`src/rtl/cet_pkg.sv`:
```
// Package for the confirmable exchange tracker: payload structs, opcode and
// message-type codes, result codes, register indexes and reset values.
// No dependencies; every other file in rtl/ uses it by scoped names.
package cet_pkg;

    // Input opcodes.
    localparam logic [1:0] OP_START    = 2'd0;
    localparam logic [1:0] OP_DATAGRAM = 2'd1;
    localparam logic [1:0] OP_TICK     = 2'd2;
    localparam logic [1:0] OP_XPORT    = 2'd3;

    // Datagram message types.
    localparam logic [1:0] TYPE_CON = 2'd0;
    localparam logic [1:0] TYPE_NON = 2'd1;
    localparam logic [1:0] TYPE_ACK = 2'd2;
    localparam logic [1:0] TYPE_RST = 2'd3;

    // Result actions.
    localparam logic [1:0] ACT_TX   = 2'd0;
    localparam logic [1:0] ACT_ACK  = 2'd1;
    localparam logic [1:0] ACT_DONE = 2'd2;

    // Finish status codes.
    localparam logic [1:0] ST_OK      = 2'd0;
    localparam logic [1:0] ST_TIMEOUT = 2'd1;
    localparam logic [1:0] ST_RESET   = 2'd2;
    localparam logic [1:0] ST_XPORT   = 2'd3;

    // Configuration register indexes.
    localparam int unsigned CFG_IDX_W = 2;
    localparam logic [CFG_IDX_W-1:0] CFG_TIMEOUT = 2'd0;
    localparam logic [CFG_IDX_W-1:0] CFG_RETRIES = 2'd1;
    localparam int unsigned CFG_DATA_W = 24;

    localparam logic [23:0] TIMEOUT_RESET = 24'd10000;
    localparam logic [3:0]  RETRIES_RESET = 4'd3;

    // Default depth of the result queue; must be at least two.
    localparam int unsigned RESULT_DEPTH = 4;

    typedef struct packed {
        logic [1:0]  opcode;
        logic [15:0] msg_id;
        logic [1:0]  msg_type;
        logic [7:0]  msg_code;
        logic [3:0]  tok_len;
        logic [63:0] token_value;
        logic        parse_ok;
    } item_t;

    typedef struct packed {
        logic [1:0]  action;
        logic [15:0] ack_id;
        logic [1:0]  status;
        logic        last;
    } result_t;

    // One configuration write as seen by the core.
    typedef struct packed {
        logic                  valid;
        logic [CFG_IDX_W-1:0]  index;
        logic [CFG_DATA_W-1:0] data;
    } cfg_wr_t;

    // Zero, one or two results produced by one item.
    typedef struct packed {
        logic [1:0] cnt;
        result_t    r0;
        result_t    r1;
    } push_t;

    function automatic result_t mk_result(logic [1:0] action, logic [15:0] ack_id,
                                          logic [1:0] status, logic last);
        result_t r;
        r.action = action;
        r.ack_id = ack_id;
        r.status = status;
        r.last   = last;
        return r;
    endfunction

endpackage

```
`src/rtl/coap_confirmable_exchange_tracker.sv`:
```
// Top level of the confirmable exchange tracker: input register, exchange core
// and result queue. Depends on cet_pkg, cet_core and cet_result_fifo.
//
// This block follows one confirmable request from its first transmission to its
// end. A start request stores the message id and token, asks for a transmit and
// arms a deadline of retry_timeout_ticks ticks; datagram requests are matched
// against it (CON datagrams are answered with an empty ACK first), tick requests
// count the deadline down and trigger retransmissions up to max_retries times,
// and a transport error request ends the exchange. Each input request yields
// zero, one or two result requests; the final one carries last set. An accepted
// request waits in the input register while the result queue has fewer than
// two free slots; then its results are written to the result queue and m_valid
// rises as soon as the queue holds them. The block takes one input request per
// cycle for as long as the result queue has two free slots. Requests that cause
// at most one result each never fill the default queue of four against a sink
// that takes one result per cycle; requests that cause two results (a CON
// datagram that also ends the exchange) outpace such a sink, and s_ready falls
// while results back up. The configuration port is always ready; registers
// should be written only while nothing is in flight, that is with no request
// held in the input register and no result pending. Register 0 is
// retry_timeout_ticks, register 1 is max_retries; writes to other indexes are
// ignored.
module coap_confirmable_exchange_tracker #(
    parameter int unsigned ResultDepth = cet_pkg::RESULT_DEPTH
) (
    input  logic                            aclk,
    input  logic                            aresetn,

    input  logic                            s_valid,
    output logic                            s_ready,
    input  cet_pkg::item_t                  s_data,

    output logic                            m_valid,
    input  logic                            m_ready,
    output cet_pkg::result_t                m_data,

    input  logic                            cfg_valid,
    output logic                            cfg_ready,
    input  logic [cet_pkg::CFG_IDX_W-1:0]   cfg_index,
    input  logic [cet_pkg::CFG_DATA_W-1:0]  cfg_data
);

    logic             in_vld_reg;
    cet_pkg::item_t   in_data_reg;
    logic             room2;
    logic             advance;
    cet_pkg::push_t   push;
    cet_pkg::cfg_wr_t cfg_wr;

    // The held request moves on only when the queue can absorb its worst case.
    assign advance   = in_vld_reg && room2;
    assign s_ready   = !in_vld_reg || advance;
    assign cfg_ready = 1'b1;

    assign cfg_wr.valid = cfg_valid;
    assign cfg_wr.index = cfg_index;
    assign cfg_wr.data  = cfg_data;

    always_ff @(posedge aclk) begin
        if (!aresetn) begin
            in_vld_reg <= 1'b0;
        end else if (s_ready) begin
            in_vld_reg <= s_valid;
        end
    end

    always_ff @(posedge aclk) begin
        if (s_valid && s_ready) begin
            in_data_reg <= s_data;
        end
    end

    cet_core u_core (
        .aclk     (aclk),
        .aresetn  (aresetn),
        .cfg_wr   (cfg_wr),
        .item_vld (advance),
        .item     (in_data_reg),
        .push     (push)
    );

    cet_result_fifo #(
        .Depth (ResultDepth)
    ) u_fifo (
        .aclk    (aclk),
        .aresetn (aresetn),
        .push    (push),
        .room2   (room2),
        .m_valid (m_valid),
        .m_ready (m_ready),
        .m_data  (m_data)
    );

endmodule

```
`src/rtl/cet_core.sv`:
```
// Exchange state and per-item decision logic of the confirmable exchange tracker.
// Depends on cet_pkg for the item, result, push and configuration types.
module cet_core (
    input  logic            aclk,
    input  logic            aresetn,
    input  cet_pkg::cfg_wr_t cfg_wr,
    input  logic            item_vld,
    input  cet_pkg::item_t  item,
    output cet_pkg::push_t  push
);

    logic [23:0] timeout_reg;
    logic [3:0]  retries_reg;

    logic        busy_reg,      busy_next;
    logic [3:0]  attempt_reg,   attempt_next;
    logic [23:0] ticks_reg,     ticks_next;
    logic        confirmed_reg, confirmed_next;
    logic [15:0] req_id_reg,    req_id_next;
    logic [63:0] req_tok_reg,   req_tok_next;
    logic [3:0]  req_tlen_reg,  req_tlen_next;

    always_ff @(posedge aclk) begin
        if (!aresetn) begin
            timeout_reg <= cet_pkg::TIMEOUT_RESET;
            retries_reg <= cet_pkg::RETRIES_RESET;
        end else if (cfg_wr.valid) begin
            case (cfg_wr.index)
                cet_pkg::CFG_TIMEOUT: timeout_reg <= cfg_wr.data[23:0];
                cet_pkg::CFG_RETRIES: retries_reg <= cfg_wr.data[3:0];
                default: ;
            endcase
        end
    end

    always_ff @(posedge aclk) begin
        if (!aresetn) begin
            busy_reg      <= 1'b0;
            attempt_reg   <= '0;
            ticks_reg     <= '0;
            confirmed_reg <= 1'b0;
            req_id_reg    <= '0;
            req_tok_reg   <= '0;
            req_tlen_reg  <= '0;
        end else begin
            busy_reg      <= busy_next;
            attempt_reg   <= attempt_next;
            ticks_reg     <= ticks_next;
            confirmed_reg <= confirmed_next;
            req_id_reg    <= req_id_next;
            req_tok_reg   <= req_tok_next;
            req_tlen_reg  <= req_tlen_next;
        end
    end

    always_comb begin
        logic       id_match;
        logic       is_con;
        logic       fin;
        logic [1:0] fin_st;

        busy_next      = busy_reg;
        attempt_next   = attempt_reg;
        ticks_next     = ticks_reg;
        confirmed_next = confirmed_reg;
        req_id_next    = req_id_reg;
        req_tok_next   = req_tok_reg;
        req_tlen_next  = req_tlen_reg;
        push           = '0;

        id_match = (item.msg_id == req_id_reg);
        is_con   = (item.msg_type == cet_pkg::TYPE_CON);
        fin      = 1'b0;
        fin_st   = cet_pkg::ST_OK;

        if (item_vld) begin
            case (item.opcode)
                cet_pkg::OP_START: begin
                    // A start always wins, even over a running exchange.
                    busy_next      = 1'b1;
                    attempt_next   = '0;
                    confirmed_next = 1'b0;
                    ticks_next     = timeout_reg;
                    req_id_next    = item.msg_id;
                    req_tok_next   = item.token_value;
                    req_tlen_next  = item.tok_len;
                    push.cnt       = 2'd1;
                    push.r0        = cet_pkg::mk_result(cet_pkg::ACT_TX, '0,
                                                        cet_pkg::ST_OK, 1'b1);
                end
                cet_pkg::OP_DATAGRAM: begin
                    if (busy_reg && item.parse_ok) begin
                        if (item.msg_type == cet_pkg::TYPE_RST) begin
                            if (id_match) begin
                                fin    = 1'b1;
                                fin_st = cet_pkg::ST_RESET;
                            end
                        end else if (item.msg_type == cet_pkg::TYPE_ACK &&
                                     item.msg_code == 8'd0) begin
                            if (id_match) begin
                                confirmed_next = 1'b1;
                            end
                        end else if (item.msg_type == cet_pkg::TYPE_ACK && !id_match) begin
                            fin = 1'b0;
                        end else if (item.tok_len == req_tlen_reg &&
                                     item.token_value == req_tok_reg) begin
                            fin    = 1'b1;
                            fin_st = cet_pkg::ST_OK;
                        end

                        if (fin) begin
                            busy_next = 1'b0;
                        end

                        // A CON datagram is acknowledged before any finish result.
                        if (is_con && fin) begin
                            push.cnt = 2'd2;
                            push.r0  = cet_pkg::mk_result(cet_pkg::ACT_ACK, item.msg_id,
                                                          cet_pkg::ST_OK, 1'b0);
                            push.r1  = cet_pkg::mk_result(cet_pkg::ACT_DONE, '0,
                                                          fin_st, 1'b1);
                        end else if (is_con) begin
                            push.cnt = 2'd1;
                            push.r0  = cet_pkg::mk_result(cet_pkg::ACT_ACK, item.msg_id,
                                                          cet_pkg::ST_OK, 1'b1);
                        end else if (fin) begin
                            push.cnt = 2'd1;
                            push.r0  = cet_pkg::mk_result(cet_pkg::ACT_DONE, '0,
                                                          fin_st, 1'b1);
                        end
                    end
                end
                cet_pkg::OP_TICK: begin
                    if (busy_reg) begin
                        if (ticks_reg > 24'd1) begin
                            ticks_next = ticks_reg - 24'd1;
                        end else if (confirmed_reg || attempt_reg >= retries_reg) begin
                            ticks_next = '0;
                            busy_next  = 1'b0;
                            push.cnt   = 2'd1;
                            push.r0    = cet_pkg::mk_result(cet_pkg::ACT_DONE, '0,
                                                            cet_pkg::ST_TIMEOUT, 1'b1);
                        end else begin
                            attempt_next = attempt_reg + 4'd1;
                            ticks_next   = timeout_reg;
                            push.cnt     = 2'd1;
                            push.r0      = cet_pkg::mk_result(cet_pkg::ACT_TX, '0,
                                                              cet_pkg::ST_OK, 1'b1);
                        end
                    end
                end
                default: begin
                    if (busy_reg) begin
                        busy_next = 1'b0;
                        push.cnt  = 2'd1;
                        push.r0   = cet_pkg::mk_result(cet_pkg::ACT_DONE, '0,
                                                       cet_pkg::ST_XPORT, 1'b1);
                    end
                end
            endcase
        end
    end

endmodule

```
`src/rtl/cet_result_fifo.sv`:
```
// Result queue of the confirmable exchange tracker: takes up to two results per
// cycle, hands one out per ready cycle; uses cet_pkg for result and push types.
module cet_result_fifo #(
    parameter int unsigned Depth = cet_pkg::RESULT_DEPTH
) (
    input  logic              aclk,
    input  logic              aresetn,
    input  cet_pkg::push_t    push,
    output logic              room2,
    output logic              m_valid,
    input  logic              m_ready,
    output cet_pkg::result_t  m_data
);

    localparam int unsigned PtrW = (Depth > 1) ? $clog2(Depth) : 1;
    localparam int unsigned CntW = $clog2(Depth + 1);

    cet_pkg::result_t mem [Depth];

    logic [PtrW-1:0] wr_ptr_reg, wr_ptr_next;
    logic [PtrW-1:0] rd_ptr_reg, rd_ptr_next;
    logic [CntW-1:0] count_reg,  count_next;
    logic [PtrW-1:0] wr_ptr_inc;
    logic            pop;

    function automatic logic [PtrW-1:0] ptr_inc(logic [PtrW-1:0] p);
        return (p == PtrW'(Depth - 1)) ? '0 : p + PtrW'(1);
    endfunction

    assign pop        = m_valid && m_ready;
    assign m_valid    = (count_reg != '0);
    assign m_data     = mem[rd_ptr_reg];
    assign room2      = (count_reg <= CntW'(Depth - 2));
    assign wr_ptr_inc = ptr_inc(wr_ptr_reg);

    always_comb begin
        wr_ptr_next = wr_ptr_reg;
        case (push.cnt)
            2'd1:    wr_ptr_next = wr_ptr_inc;
            2'd2:    wr_ptr_next = ptr_inc(wr_ptr_inc);
            default: wr_ptr_next = wr_ptr_reg;
        endcase
        rd_ptr_next = pop ? ptr_inc(rd_ptr_reg) : rd_ptr_reg;
        count_next  = count_reg + CntW'(push.cnt) - CntW'(pop);
    end

    always_ff @(posedge aclk) begin
        if (!aresetn) begin
            wr_ptr_reg <= '0;
            rd_ptr_reg <= '0;
            count_reg  <= '0;
        end else begin
            wr_ptr_reg <= wr_ptr_next;
            rd_ptr_reg <= rd_ptr_next;
            count_reg  <= count_next;
        end
    end

    always_ff @(posedge aclk) begin
        if (push.cnt != 2'd0) begin
            mem[wr_ptr_reg] <= push.r0;
        end
        if (push.cnt == 2'd2) begin
            mem[wr_ptr_inc] <= push.r1;
        end
    end

endmodule

```
`config.mk`:
```
export PLATFORM = sky130hd
export DESIGN_NAME = coap_confirmable_exchange_tracker
export DESIGN_NICKNAME = d
export VERILOG_FILES = /design/src/rtl/cet_pkg.sv /design/src/rtl/coap_confirmable_exchange_tracker.sv /design/src/rtl/cet_core.sv /design/src/rtl/cet_result_fifo.sv
export SDC_FILE = /design/constraint.sdc
export NUM_CORES = 1
export LEC_CHECK = 0
export BUFFER_PORTS_ARGS = -buffer_cell sky130_fd_sc_hd__buf_2
export CAP_MARGIN = 20
export CORE_ASPECT_RATIO = 1.2
export CORE_MARGIN = 1.5
export CORE_UTILIZATION = 40
export CTS_BUF_LIST = sky130_fd_sc_hd__clkbuf_8
export DETAILED_ROUTE_END_ITERATION = 10
export SETUP_SLACK_MARGIN = 0.15
export SLEW_MARGIN = 0
export SYNTH_ARGS = -nofsm -noshare
export SYNTH_HDL_FRONTEND = slang
export SYNTH_HIERARCHICAL = 1
export SYNTH_SLANG_ARGS = --single-unit
```
`constraint.sdc`:
```
create_clock -name aclk -period 6.49 [get_ports aclk]
set_input_delay 1.947 -clock aclk [delete_from_list [all_inputs] [get_ports aclk]]
set_output_delay 1.947 -clock aclk [all_outputs]
set_load 0.005 [all_outputs]
```
==> results of run 1 <==
-- where the power goes --
part | internal, W | total (W) | leakage, nW | switching, W
Clock | 0.00109 | 0.00194 | 0.654 | 0.000853
Combinational | 0.000351 | 0.000803 | 3.33 | 0.000452
Sequential | 0.00235 | 0.00245 | 2.96 | 0.0000974
Total | 0.00379 | 0.00519 | 6.95 | 0.00140
-- tightest hold or removal path, cell delays in order (launching register included) --
cell and delay [ns]:
dfxtp_1 0.31, nand2_1 0.05, a21boi_0 0.06
-- worst paths after layout --
path                                             from  cells past startpoint                    end
worst max-delay path                  in_data_reg[66]                     15       u_fifo/mem[0][4]
worst min-delay path            u_core/timeout_reg[0]                      2  u_core/timeout_reg[0]
worst max register to register        in_data_reg[66]                     15       u_fifo/mem[0][4]
worst min register to register  u_core/timeout_reg[0]                      2  u_core/timeout_reg[0]
-- metrics by stage --
step                power, W  hold WS (ns)  setup WS [ns]  instances  area (um2)
floorplan           0.003056        0.4404          1.906       1356       15460
global placement    0.003290        0.4545          1.901       1907       16420
detailed placement  0.003306        0.4655          1.789       1909       16460
CTS                 0.005267        0.4736          1.743       2011       17640
global route        0.005453        0.4918          1.484       2012       17650
finish              0.005193        0.4673          1.830       2015       17660
-- cells by family after synthesis --
kind of cell	count (synthesis)
simple gates	425
flops	333
compound gates	233
buf+inv	126
mux	109
xor+xnor	88
fa+ha+maj	23
other cells	2
-- cell type report --
type | count | share of cell area [%]
clock inverters | 36 | 1.545
repair buffers | 165 | 5.038
well taps | 480 | 3.401
flip-flops and latches | 333 | 48.01
multi-input cells | 897 | 36.08
inverters | 35 | 0.7439
diodes | 3 | 0.04251
clock buffers | 66 | 5.144
-- metal layers --
metal,vias up,routed length (um)
li1,5020,-
met1,4775,15050
met2,234,16360
met3,68,1637
met4,4,906
met5,-,27
-- cell usage in the layout (no fill, tap or decap), types with 7 or more instances in the layout --
cell	n
nand2_1	254
edfxtp_1	181
dfxtp_1	152
buf_2	149
a21boi_0	106
clkbuf_8	66
xor2_1	66
inv_1	46
mux2_2	43
mux2_4	41
o21ai_0	38
nor2_1	36
nor4_1	23
a21oi_1	23
xnor2_1	22
ha_1	22
and2_1	20
mux4_2	20
conb_1	19
nand3_1	14
buf_4	13
nand2b_1	13
nor3_1	12
a31oi_1	10
or3_1	10
clkinv_2	9
clkinv_1	9
nand4_1	9
nor2b_1	8
o211ai_1	8
a221oi_1	7
==> impl_metrics.ini, run 1 <==
[outcome]
status = finished clean

[logic_synthesis]
ys.flop_type = edfxtp_1
yosys.area_share.simple_pct = 12.80
synth_most_common_cell = nand2_1
synth_compound_area_share_pct = 10.50
netlist.area_leader.share_pct = 35.29
synth_area_um2 = 15400
synth_warnings = 6
synthAdderAreaFrac_pct = 1.917
synth_xor_area_share_pct = 5.005
avgSynthCellArea_um2 = 11.50
synthCells = 1339
yosys_register_bits = 333
synth_sequential_area_ratio_pct = 55.05
synth.area.top_cells = edfxtp_1 (35%), dfxtp_1 (20%), nand2_1 (6.2%), a21boi_0 (5.2%), mux2_4 (4.0%)
ys_async_sr_fraction_pct = 0
synth_edf_count = 181
synth_area_leader_cell = edfxtp_1
synthMuxAreaShare_pct = 10.50
synth_common_cells = nand2_1 (255), edfxtp_1 (181), dfxtp_1 (152)
synth_top_family_by_area = simple AND/OR/NAND/NOR gates
synth.distinct_cells = 70

[worst_setup_path]
max_stage_delay_ns = 0.47
cp_top_family = simple AND/OR/NAND/NOR gates
cp-start-kind = flip-flop
r2r_slack_ns = 1.83
crit_buf_inv = 2
crit_top_cell = ha_1
worstPathCellList = xor2_1, nor4_1, nand4_1, or3_1, o22ai_1, a22o_1, ha_1, and3_1, o21ai_0, a21oi_1, inv_1, ha_1, nand2_4, o21ai_2, buf_6
critPathRequiredTime_ns = 6.78
worst_ep_arrival_time_ns = 4.95
endpoint_kind = flip-flop
worstSetupPathType = flip-flop to flip-flop
slowest_stage = ha_1
worstPathMaxFanout = 22

[placement]
portBuffers = 150
hpwl_mm = 22.40
place_congestion = 0.8024

[route]
drc = 0
vias_per_cell = 5.013
wire_per_inst_um = 16.87
vias = 10101
initialDrtViolationCount = 583
drtPass1Iterations = 5
drt-total-wl_mm = 33.98
drtAntennaViolNets = 0

[clock_network]
ctsResizeCount = 0
post-cts-setup-buffers = 0
h-tree-depth = 2
cts_sinks = 333
clock_latency_ns = 0.62
cts_tree = yes
ctsRootBufferMaster = clkbuf_8
clkTransAtPathRegs_ns = 0.06
clock_path_buffers = 3
cts_hold_buf = 0
cts-buffers-inserted = 56

[timing]
drv_slew = 0
layout_min_cycle_time_ns = 4.660
relSlewSlack_pct = 29.92
period_share_pct = 71.80
timing.setup.tns_ns = 0
hold_viol = 0
fin_skew_ns = 0.03691
setup_viol = 0
rsz0062_at_grt = false
clock.fmax_mhz = 214.6
tightest_slew_ns = 1.050

[floorplan]
die_h_um = 217.9
pin_count = 152
die_w_um = 182.1
row_count = 78
dieArea_um2 = 39690
core-area_um2 = 37870
start_util_pct = 40.67

[layout]
finish.net_count = 1639
finish.utilization_pct = 46.64
largest_reg_flops = 97
multiInputGateArea_um2 = 6371
area_growth_pct = 14.67
nFillCells = 3519
ff_latch_area_um2 = 8478
drive_gt1_share_pct = 24.41

[grt]
busiest_layer = met2
grt_max_degree = 87
antenna_found_initial = 5
met3_usage_pct = 3.724
grt_pass1_vias = 10110
met1_usage_pct = 21.20
overflow = 0
met2_usage_pct = 29.16
grt_pass1_wl_mm = 53.39
track_usage_pct = 17.00

[power]
ir_drop_mv = 0.1814
p_leak_nw = 6.945
power_density_nw_per_um2 = 294.1

[run]
cap_violations = 0

[hold_path]
hp-class = flip-flop to flip-flop
No activity file was read; power rests on OpenSTA's default activity.
==> run 2: changes to the inputs <==
- ABC_AREA: not set -> 1
- clock period: 6.49 -> 4.44 ns (I/O delays scaled with it)
==> impl_metrics.ini, run 2 <==
[logic_synthesis]
synth.distinct_cells = 45
ys.flop_type = edfxtp_1
synth_sequential_area_ratio_pct = 54.21
avgSynthCellArea_um2 = 8.422
synth_edf_count = 181
netlist.area_leader.share_pct = 34.75
yosys_register_bits = 333
synth_most_common_cell = nand2_1
synth_area_um2 = 15640
synth_warnings = 6
synth_area_leader_cell = edfxtp_1
synth_common_cells = nand2_1 (372), o21ai_0 (264), nor2_1 (218)
ys_async_sr_fraction_pct = 0
synth.area.top_cells = edfxtp_1 (35%), dfxtp_1 (19%), nand2_1 (8.9%), o21ai_0 (8.4%), nor2_1 (5.2%)
synthCells = 1857

[layout]
nFillCells = 3753
largest_reg_flops = 97
finish.net_count = 2154
final_common_cell = nand2_1
drive_gt1_share_pct = 13.82
final_cell_mix = nand2_1 (372), o21ai_0 (260), inv_1 (225), nor2_1 (217), edfxtp_1 (181)
area_growth_pct = 14.63

[route]
wl_met3_mm = 1.775
dr_wl_met2_mm = 17.79
drc = 0
vias = 12436
drt-total-wl_mm = 35.92
wire_per_inst_um = 13.94
top_layer = met5
drtPass1Iterations = 5
drtAntennaViolNets = 0
drt-met1-wl_mm = 15.58
initialDrtViolationCount = 767
vias_per_cell = 4.828

[worst_setup_path]
worstSetupPathType = flip-flop to output port
worstPathMaxFanout = 22
crit_buf_inv = 3
worstPathCellList = buf_4, inv_1, o21ai_0, o22ai_1, buf_2
max_stage_delay_ns = 0.50
cp-start-kind = flip-flop
cp_top_family = buffers and inverters
path_depth = 5
worst_ep_arrival_time_ns = 2.23
critPathRequiredTime_ns = 3.11
endpoint_kind = output port
slowest_stage = inv_1
worst-r2r-cell-count = 18

[clock_network]
cts_hold_buf = 0
cts_sinks = 333
h-tree-depth = 2
clock_path_buffers = 3
clock_latency_ns = 0.61
clkTransAtPathRegs_ns = 0.06
ctsResizeCount = 0
ctsRootBufferMaster = clkbuf_8
post-cts-setup-buffers = 0
cts_tree = yes
cts-buffers-inserted = 55

[power]
power_density_nw_per_um2 = 429.3
p_leak_nw = 7.475
clkPwrFrac_pct = 33.3
p_int_w = 0.005368
switching_share_pct = 30.26
p_seq_share_pct = 46.7
p_sw_w = 0.002329
p_comb_share_pct = 20.0
ir_drop_mv = 0.2319

[timing]
timing.setup.tns_ns = 0
tightest_slew_ns = 0.9808
hold_ws_ns = 0.4631
setup_viol = 0
clock.fmax_mhz = 280.5
fin_skew_ns = 0.03909
layout_min_cycle_time_ns = 3.564
relSlewSlack_pct = 34.37
hold_viol = 0
drv_slew = 0
rsz0062_at_grt = false
period_share_pct = 80.28

[floorplan]
pin_count = 152
core-area_um2 = 38650
start_util_pct = 40.47
die_h_um = 219.6
die_w_um = 183.5
dieArea_um2 = 40300
row_count = 79

[grt]
antenna_found_initial = 3
overflow = 0
grt_pass1_vias = 11846
grt_max_degree = 122
grt_pass1_wl_mm = 57.56
track_usage_pct = 17.85

[outcome]
status = finished clean

[placement]
place_congestion = 0.8130
hpwl_mm = 23.91
portBuffers = 150

[hold_path]
hp-class = flip-flop to flip-flop
holdPathStages = 2

[run]
cap_violations = 0
-- run 2: changes by cell type in the layout (fill, tap and decap cells not counted), moves of 43 or more --
cell / delta
inv_1: +179
mux2_2: -43
nand2_1: +118
a21boi_0: -105
a21oi_1: +92
nor2_1: +181
o21ai_0: +222
-- run 2: routing by layer --
metal	track usage (%)	up-vias
met4	5.137	2
met1	21.70	5697
met5	0	-
met3	3.355	61
li1	-	6394
met2	32.03	282
-- run 2: per-stage QoR --
step | cell area, um2 | std cells | total power (W) | utilization [%] | setup WS, ns
after global routing | 17920 | 2574 | 0.008174 | 46.38 | 0.6685
after detailed placement | 16810 | 2470 | 0.005209 | 43.51 | 1.097
after global placement | 16810 | 2470 | 0.005179 | 43.51 | 1.204
final | 17930 | 2576 | 0.007696 | 46.39 | 0.8756
after floorplan | 15720 | 1874 | 0.004742 | - | 0.4967
after CTS | 17870 | 2572 | 0.007815 | 46.23 | 0.7457
-- run 2: worst reg2reg max path, stage by stage, from the launching register on --
cell and delay (ns):
edfxtp_1 0.43, inv_1 0.07, nand2_1 0.11, nor2_1 0.13, nand3_1 0.20, nand2_1 0.13, nor2_1 0.04, nand3_1 0.06
nor2_1 0.06, nand2_1 0.08, nand2_1 0.09, ha_1 0.30, a22oi_1 0.08, nor2_1 0.33, inv_1 0.12, ha_1 0.30
nand2_1 0.12, buf_4 0.37, o21ai_0 0.15
-- run 2: final cells by class --
cell class | instances | area [um2] | share of cell area, %
Sequential cell | 333 | 8478 | 47.29
Multi-Input combinational cell | 1226 | 5948 | 33.18
Timing Repair Buffer | 174 | 985.9 | 5.499
Clock buffer | 62 | 853.3 | 4.760
Inverter | 213 | 799.5 | 4.460
Tap cell | 526 | 658.1 | 3.671
Clock inverter | 40 | 200.2 | 1.117
Antenna cell | 2 | 5.005 | 0.02792
-- run 2: cells by family after synthesis --
family	after synthesis	synth area share, %
buffers and inverters	315	8.288
DFF	333	54.21
xor gates and xnor gates	42	2.352
and+or+nand+nor	700	18.33
other	2	0.04802
adders and majority gates	23	1.888
AOI/OAI and AO/OA	442	14.89
-- run 2: power by group through the flow --
| stage | registers (W) | logic, W | clock network, W |
|---|---|---|---|
| CTS | 0.00360 | 0.00156 | 0.00266 |
| detailed placement | 0.00366 | 0.00155 | 0 |
| finish | 0.00359 | 0.00154 | 0.00256 |
| global placement | 0.00365 | 0.00153 | 0 |
| global route | 0.00362 | 0.00176 | 0.00279 |
| floorplan | 0.00363 | 0.00111 | 0 |
-- run 2: final timing paths --
| check | from | end | slack, ns |
|---|---|---|---|
| worst max-delay path | flip-flop | m_data[18] | 0.88 |
| worst min-delay path | u_core/confirmed_reg | u_core/confirmed_reg | 0.46 |
| worst max register to register | in_data_reg[77] | u_fifo/mem[2][0] | 0.98 |
| worst min register to register | u_core/confirmed_reg | u_core/confirmed_reg | 0.46 |
==> run 3: changes to the inputs <==
- clock period: 4.44 -> 3.4 ns (I/O delays scaled with it)
==> impl_metrics.ini, run 3 (synthesis gave the netlist of run 2 again) <==
[outcome]
status = finished clean

[layout]
nFillCells = 3743
final_cell_mix = nand2_1 (372), o21ai_0 (260), inv_1 (223), nor2_1 (215), edfxtp_1 (181)
drive_gt1_share_pct = 14.46
finish.utilization_pct = 46.96
largest_reg_flops = 97
finish.net_count = 2160
area_growth_pct = 16.06
final_common_cell = nand2_1

[worst_setup_path]
worstPathMaxFanout = 11
endpoint_kind = flip-flop
crit_buf_inv = 3
timing.rr.start = in_data_reg[82]
worstSetupPathType = flip-flop to flip-flop
crit_start = in_data_reg[82]
slowest_stage = edfxtp_1
cp-start-kind = flip-flop
max_stage_delay_ns = 0.40
crit_top_cell = nand2_1
cp_top_family = simple AND/OR/NAND/NOR gates
critPathRequiredTime_ns = 3.70
worstPathCellList = inv_1, nand2_1, nand2_1, nor2_1, nand2_1, nor2_4, nand2_1, a21oi_1, nand2_1, nand2_1, ha_1, a22oi_1, nor2_1, inv_1, ha_2, nand2_1, o21ai_2, clkbuf_16
worst_ep_arrival_time_ns = 3.31

[clock_network]
post-cts-setup-buffers = 0
clock_latency_ns = 0.60
cts-buffers-inserted = 55
cts_sinks = 333
cts_tree = yes
cts_hold_buf = 0
clock_path_buffers = 3
clkTransAtPathRegs_ns = 0.06
ctsRootBufferMaster = clkbuf_8
h-tree-depth = 2

[route]
vias_per_cell = 4.840
drt-total-wl_mm = 36.20
drtPass1Iterations = 5
vias = 12502
wire_per_inst_um = 14.01
drc = 0
initialDrtViolationCount = 718
drtAntennaViolNets = 0

[power]
p_leak_nw = 7.569
ir_drop_mv = 0.2975
power_density_nw_per_um2 = 565.3
finalPower_w = 0.01026

[hold_path]
hold_start = u_core/confirmed_reg
hp-class = flip-flop to flip-flop

[timing]
hold_ws_ns = 0.4604
layout_min_cycle_time_ns = 3.007
hold_viol = 0
drv_slew = 0
setup_viol = 0
clock.fmax_mhz = 332.6
relSlewSlack_pct = 44.17
period_share_pct = 88.44
tightest_slew_ns = 0.8365
rsz0062_at_grt = true
fin_skew_ns = 0.02400

[grt]
track_usage_pct = 17.85
grt_pass1_vias = 11943
overflow = 0
antenna_found_initial = 6
grt_max_degree = 98
grt_pass1_wl_mm = 57.53

[placement]
place_congestion = 0.8479
hpwl_mm = 24.15
portBuffers = 150

[floorplan]
die_h_um = 219.6
pin_count = 152
dieArea_um2 = 40300
die_w_um = 183.5
row_count = 79
core-area_um2 = 38650
start_util_pct = 40.47

[run]
cap_violations = 0
[run 3: power breakdown]
group	internal [W]	total, W	switching, W
Clock	0.00195	0.00353	0.00158
Sequential	0.00453	0.00471	0.000178
Combinational	0.000735	0.00202	0.00129
[run 3: tightest hold or removal path, stage by stage, from the launching register on]
cell and delay [ns]:
dfxtp_1 0.31, nand2_1 0.06, a21oi_1 0.05
[run 3: per-stage QoR]
step	instance area, um2	TNS [ns]	setup WS (ns)	instances
after floorplan	15720	-45.64	-0.5433	1874
after global placement	16950	0	0.1158	2475
after detailed placement	16960	0	0.2240	2476
after CTS	18090	0	0.1961	2578
after global routing	18150	0	0.1320	2581
final	18150	0	0.3932	2583
[run 3: what timing repair did]
item,in CTS,in global routing
hold endpoints to repair,0,0
gates resized for setup,0,8
endpoints found under the setup margin,0,169
[run 3: layout make-up]
cell class / count / area, um2 / share of cell area [%]
sequential: 333 / 8478 / 46.71
clock inverter: 34 / 191.4 / 1.055
antenna: 3 / 7.507 / 0.04136
multi-input combinational: 1226 / 5968 / 32.88
tap: 526 / 658.1 / 3.626
clock buffer: 68 / 935.9 / 5.156
inverter: 213 / 799.5 / 4.405
timing repair buffer: 180 / 1112 / 6.128
[run 3: path summary, 6_finish.rpt]
kind                           to  slack (ns)  cells after the start
min reg2reg  u_core/confirmed_reg        0.46                      2
max reg2reg      u_fifo/mem[1][1]        0.39                     18
min          u_core/confirmed_reg        0.46                      2
max              u_fifo/mem[1][1]        0.39                     18
[run 3: routing by layer]
layer / global-route usage (%) / routed length, um / vias to the layer above / part of all wire (%)
li1: - / - / 6408 / -
met1: 20.97 / 15530 / 5741 / 43
met2: 32.23 / 17810 / 267 / 49
met3: 3.437 / 1848 / 82 / 5.1
met4: 6.393 / 992 / 4 / 2.7
met5: 0 / 21 / - / 0.058
